`config.mk`:
```
export PLATFORM = sky130hd
export DESIGN_NAME = ckbc_half
export DESIGN_NICKNAME = d
export VERILOG_FILES = /design/src/rtl/core/ckbc_pkg.sv /design/src/rtl/core/ckbc_half.sv
export SDC_FILE = /design/constraint.sdc
export NUM_CORES = 2
export LEC_CHECK = 0
export ABC_CLOCK_PERIOD_IN_PS = 10200
export BUFFER_PORTS_ARGS = -buffer_cell sky130_fd_sc_hd__buf_2
export CORE_UTILIZATION = 42
export CTS_CLUSTER_DIAMETER = 120
export DETAILED_ROUTE_END_ITERATION = 12
export GPL_TIMING_DRIVEN = 0
export PLACE_DENSITY = 0.6
export SYNTH_ARGS = -nofsm -noshare
export SYNTH_HDL_FRONTEND = slang
export SYNTH_SLANG_ARGS = --single-unit
```
`constraint.sdc`:
```
create_clock -name i_clk -period 10.2 [get_ports i_clk]
set_input_delay 2.04 -clock i_clk [delete_from_list [all_inputs] [get_ports i_clk]]
set_output_delay 2.04 -clock i_clk [all_outputs]
set_load 0.02 [all_outputs]
```
`src/rtl/core/ckbc_pkg.sv`:
```
// shared types and constants for the counter keystream byte cipher
package ckbc_pkg;

    localparam int unsigned HALF_DEPTH = 256;
    localparam int unsigned ADDR_W     = $clog2(HALF_DEPTH);
    localparam int unsigned KEY_W      = 32;
    localparam int unsigned BYTE_W     = 8;
    localparam int unsigned CNT_W      = 2 * ADDR_W;

    localparam logic [KEY_W-1:0]  KEY_ONE_RESET = 32'h9dfa_0f13;
    localparam logic [KEY_W-1:0]  KEY_TWO_RESET = 32'h62a4_796d;
    localparam logic [BYTE_W-1:0] PRE_XOR       = 8'hAB;

    typedef enum logic [1:0] {
        OP_ENCRYPT = 2'd0,
        OP_DECRYPT = 2'd1,
        OP_REGEN   = 2'd2,
        OP_NONE    = 2'd3
    } t_opcode;

    typedef enum logic [0:0] {
        REG_KEY_ONE = 1'b0,
        REG_KEY_TWO = 1'b1
    } t_cfg_reg;

    typedef enum logic [1:0] {
        GEN_IDLE,
        GEN_MUL,
        GEN_ADD
    } t_gen_state;

    typedef struct packed {
        logic              en;
        logic [ADDR_W-1:0] addr;
    } t_rd_req;

endpackage

```
`src/rtl/core/ckbc_half.sv`:
```
// one keystream table half: 256 x 8 memory with its fill sequencer
module ckbc_half
    import ckbc_pkg::*;
(
    input  logic              i_clk,
    input  logic              i_rst_n,
    input  logic              i_start,
    input  logic [KEY_W-1:0]  i_key,
    input  t_rd_req           i_rd,
    output logic [BYTE_W-1:0] o_rd_data,
    output logic              o_busy
);

    logic [BYTE_W-1:0] mem [HALF_DEPTH];

    t_gen_state        r_state, n_state;
    logic [ADDR_W-1:0] r_idx, n_idx;
    logic [BYTE_W-1:0] r_x, n_x;
    logic [BYTE_W-1:0] r_t, n_t;
    logic [BYTE_W-1:0] r_rd_data;
    logic              w_wr_en;
    logic [2*BYTE_W-1:0] w_prod_k2;
    logic [2*BYTE_W-1:0] w_prod_t;

    // the two multiplies of one step sit in separate cycles
    assign w_prod_k2 = (2*BYTE_W)'(r_x) * (2*BYTE_W)'(i_key[23:16]);
    assign w_prod_t  = (2*BYTE_W)'(r_t) * (2*BYTE_W)'(r_x);

    always_ff @(posedge i_clk) begin
        if (!i_rst_n) begin
            r_state <= GEN_IDLE;
        end else begin
            r_state <= n_state;
        end
    end

    always_ff @(posedge i_clk) begin
        r_idx <= n_idx;
        r_x   <= n_x;
        r_t   <= n_t;
    end

    always_comb begin
        n_state = r_state;
        n_idx   = r_idx;
        n_x     = r_x;
        n_t     = r_t;
        w_wr_en = 1'b0;
        unique case (r_state)
            GEN_IDLE: begin
                if (i_start) begin
                    n_state = GEN_MUL;
                    n_idx   = '0;
                    n_x     = i_key[31:24];
                end
            end
            GEN_MUL: begin
                // store x, then start advancing it
                w_wr_en = 1'b1;
                n_t     = i_key[15:8] + w_prod_k2[BYTE_W-1:0];
                n_state = GEN_ADD;
            end
            GEN_ADD: begin
                n_x   = w_prod_t[BYTE_W-1:0] + i_key[7:0];
                n_idx = r_idx + 1'b1;
                if (r_idx == ADDR_W'(HALF_DEPTH - 1)) begin
                    n_state = GEN_IDLE;
                end else begin
                    n_state = GEN_MUL;
                end
            end
            default: begin
                n_state = GEN_IDLE;
            end
        endcase
    end

    always_ff @(posedge i_clk) begin
        if (w_wr_en) begin
            mem[r_idx] <= r_x;
        end
    end

    always_ff @(posedge i_clk) begin
        if (i_rd.en) begin
            r_rd_data <= mem[i_rd.addr];
        end
    end

    assign o_rd_data = r_rd_data;
    assign o_busy    = (r_state != GEN_IDLE);

endmodule

```
Yosys cells after proc, flatten, opt, wreduce, memory -nomap -nowiden --
Memories as Yosys holds them, arrays and structs flattened. A register that Yosys moved wholly into a read port is not among the register bits. Index checks and enable logic that the tools add are counted.
Word-level totals: logic and storage cells 28, bits in writable memories 2048, memories kept 1, output and inout port bits 9, register bits 26
Cells by class: multiplexer cells 10, equality and inequality tests 4, $mul 2, $add $sub $neg 3, reduce and logical (&&, ||, !) cells 4
Memories:
- mem | depth 256, bits a word 8, read ports 1, clocked after Yosys merged registers in 1, wr ports 1, line ckbc_half.sv:14 | logic [BYTE_W-1:0] mem [HALF_DEPTH];
Operators by type and width (number):
- $pmux 8 s2 | 2
- $add 8x8->8 | 2
- $mul 8x8->8 | 2
- $mux 8 | 2
- $add 8x1->8 const B | 1
- $eq 8x8->1 const B | 1
- $pmux 2 s3 | 1
- $mux 1 | 4
- $reduce_bool 2->1 | 2
- $eq 2x1->1 const B | 1
- $eq 2x2->1 const B | 1
- $logic_not 2->1 | 1
- $mux 2 | 1
- $ne 2x2->1 const B | 1
- $reduce_and 2->1 | 1

Depth between registers and ports, before layout --
depth in word-level cells 4, gate-level depth with buffers 18

Worst setup path after synthesis --
OpenSTA, ideal clock, no wires.
kind flip-flop to flip-flop, from register r_x[0], to register r_x[7], data pin, setup time 0.271 ns, clock period less this slack 6.917 ns, slack 3.283 ns, data arrival time 6.646 ns, stages on the path, launching flop included 15, cells stage by stage edfxtp_1 > clkbuf_1 > nand2_1 > fa_1 > fa_1 > inv_1 > fa_1 > inv_1 > fa_1 > inv_1 > ha_1 > a21oi_1 > xnor2_1 > xnor2_1 > o21ai_0
Between the ends: cells in the longest elaborated chain, start to end 3
Ends and longest elaborated chain:
- start, declared | line ckbc_half.sv:18 | logic [BYTE_W-1:0] r_x, n_x;
- start signal, assigned | line ckbc_half.sv:39 | r_x <= n_x;
- $mul 8x8->8 | line ckbc_half.sv:27 | assign w_prod_t = (2*BYTE_W)'(r_t) * (2*BYTE_W)'(r_x);
- $add 8x8->8 | line ckbc_half.sv:64 | n_x = w_prod_t[BYTE_W-1:0] + i_key[7:0];
- $pmux 8 s2 | line ckbc_half.sv:49 | unique case (r_state)
- named net n_x[7] | line ckbc_half.sv:18
The timed path passes the listed nets, and every way through them passes these cells. A chain may end at the register's enable or synchronous reset.

==> impl_metrics.json <==
{
  "synthTopCellsByArea": "edfxtp_1, mux4_2, mux2i_1",
  "grt_overflow": 0,
  "min_path_type": "flip-flop to flip-flop",
  "die_y_um": 446,
  "yosys_warnings": 0,
  "start_util_pct": 42.3,
  "ctsLongestPathBuffers": 3,
  "grtUsageTotal_pct": 27.0,
  "postCtsSetupRepairBufs": 0,
  "cts_made_buffers": 207,
  "wl_per_cell_um": 36.9,
  "power.density_nw_per_um2": 201,
  "grt_first_pass_wirelength_um": 364000,
  "clock_sinks": 2082,
  "netlist_top_cells_count": "edfxtp_1, mux4_2, nor2_1",
  "core_um2": 195000,
  "async_reset_ff_share_pct": 0,
  "critPathMaxFanout": 10,
  "grt_max_degree": 35,
  "netlist.area_leader.share_pct": 75.5,
  "worstMarginPinSlew_ns": 1.54,
  "syn2layout_area_growth_pct": 15.3,
  "violations": "max-capacitance violations, max-slew violations",
  "fp.dieArea_um2": 199000,
  "clk_latency_ns": 0.87,
  "synth.most_common_cell": "edfxtp_1",
  "finalHoldViolCount": 0,
  "die_x_um": 446,
  "end_kind": "flip-flop",
  "period_needed_ns": 7.11,
  "synthFlopType": "edfxtp_1",
  "layout.cells.non_filler": 7284,
  "status": "finished, violations left",
  "critPathKind": "primary input to flip-flop",
  "drv_cap": 2,
  "required_ns": 10.69,
  "grt_pass1_vias": 43900,
  "power_leakage_nw": 30.3,
  "antenna_found_initial": 15,
  "hold_ws_ns": 0.518,
  "yosysUniqueCellTypes": 57,
  "post-route-drc-count": 0,
  "syn_area_per_cell_um2": 20.0,
  "syn_nets": 4245,
  "cts.repair.resized": 0,
  "fin_crit_sh_pct": 69.7,
  "max_freq_ghz": 0.141,
  "startpoint_type": "primary input",
  "port_buffers": 48,
  "synth_top_area_cell": "edfxtp_1",
  "gp_congestion": 0.955,
  "netlist_area_um2": 82700,
  "drive_gt1_share_pct": 21.7,
  "dp_slack_ns": 2.41,
  "drt-total-wl_um": 269000,
  "synth_seq_cells": 2082,
  "r2r_slack_ns": 5.29,
  "final_area_um2": 95400,
  "cp.arrival_ns": 7.60,
  "num_rows": 162,
  "fillers": 16000,
  "cts_hold_buf": 0,
  "setup_slack_ns": 3.09,
  "cts_root_buf": "clkbuf_16",
  "first_iter_violations": 7427,
  "setup_viol": 0,
  "fin_nets": 4592,
  "numPlacedInstances": 6889,
  "dr.pass1.iters": 6,
  "rsz0062_at_grt": "no",
  "max-vdd-ir-drop_mv": 0.166,
  "slew-limit-headroom_pct": -5.35,
  "cts_max_level": 4,
  "num_vias": 45500,
  "skew_ns": 0.0453,
  "ant_nets": 0,
  "clk_pin_slew_ns": 0.06,
  "report.final.slew_viol_count": 13,
  "synth-seq-area-share_pct": 75.5,
  "syn_inst": 4127,
  "dpl_cell_area_um2": 88700,
  "vias_per_cell": 6.25,
  "ioPinCount": 53,
  "cts_tree": "done",
  "synth_edf_count": 2080,
  "dp_hpwl_um": 185000
}
routing by layer:
metal,vias up,track usage [%],part of all wire (%)
met1,24100,36.8,38
met4,4,13.5,5.6
li1,17600,-,-
met3,583,7.74,12
met2,3242,39.8,44
met5,-,0,0.0089
cell families after synthesis:
| group | synth area share, % |
|---|---|
| fa+ha+maj | 1.45 |
| buf+inv | 2.05 |
| mux | 13.8 |
| simple gates | 2.97 |
| flops | 75.5 |
| compound gates | 3.74 |
| xor+xnor | 0.445 |
layout make-up:
cell class,count,area (um^2),area share (%)
multi-input cells,1727,18500,19.4
diodes,11,27.5,0.0289
inverters,75,282,0.295
clock buffers,262,5470,5.74
repair buffers,138,2650,2.78
clock inverters,122,1190,1.24
plain buffers,243,1450,1.52
flip-flops and latches,2082,62500,65.5
well taps,2624,3280,3.44
path summary, 6_finish.rpt:
check	start	endpoint	cells past startpoint
setup reg to reg	r_x[0]	r_x[7]	14
setup / recovery	i_rd[3]	o_rd_data[6]	9
hold reg to reg	r_state[1]	r_state[0]	1
hold / removal	r_state[1]	r_state[0]	1
worst max-delay path, stage by stage:
cell	delay [ns]
buf_2	0.19
buf_2	0.31
nor2_1	1.19
clkbuf_1	0.91
clkbuf_1	0.72
a22oi_1	0.27
a31oi_1	0.61
o32ai_1	0.29
nor3_1	1.03
cell usage in the layout (no fill, tap or decap), types with 28 or more instances in the layout:
cell          n
edfxtp_1   2080
mux4_2      416
nor2_1      318
clkbuf_16   211
clkbuf_1    152
mux2i_1     148
a22oi_1     148
nand2_1     117
buf_2        94
buf_16       84
a21oi_1      77
inv_1        75
o22ai_1      53
clkinv_1     47
ha_1         38
fa_1         36
buf_6        34
and2_1       33
clkinv_2     32
clkbuf_2     31
o221ai_1     30
xnor2_1      29
a22o_1       29
nor3_1       28
flip-flops by register name, summed over array words and instances, names as in the netlist:
| register | count |
|---|---|
| r_state | 2 |
| mem | 2048 |
| r_t | 8 |
| r_idx | 8 |
| o_rd_data | 8 |
| r_x | 8 |
report_power, final:
group,leakage [nW],total (mW),switching (mW),internal [mW]
sequential,18.7,9.65,0.0367,9.61
combinational,8.38,1.90,1.20,0.701
clock,3.23,7.61,3.33,4.28
total,30.3,19.2,4.57,14.6
per-stage QoR:
step	util, %	total power [mW]	setup TNS (ns)
final	48.8	19.2	0
after global routing	48.8	19.6	0
after CTS	48.8	19.2	0
after detailed placement	45.4	11.7	0
after global placement	44.1	11.6	-1.42
after floorplan	-	10.8	0
No activity file was read; power rests on OpenSTA's default activity.
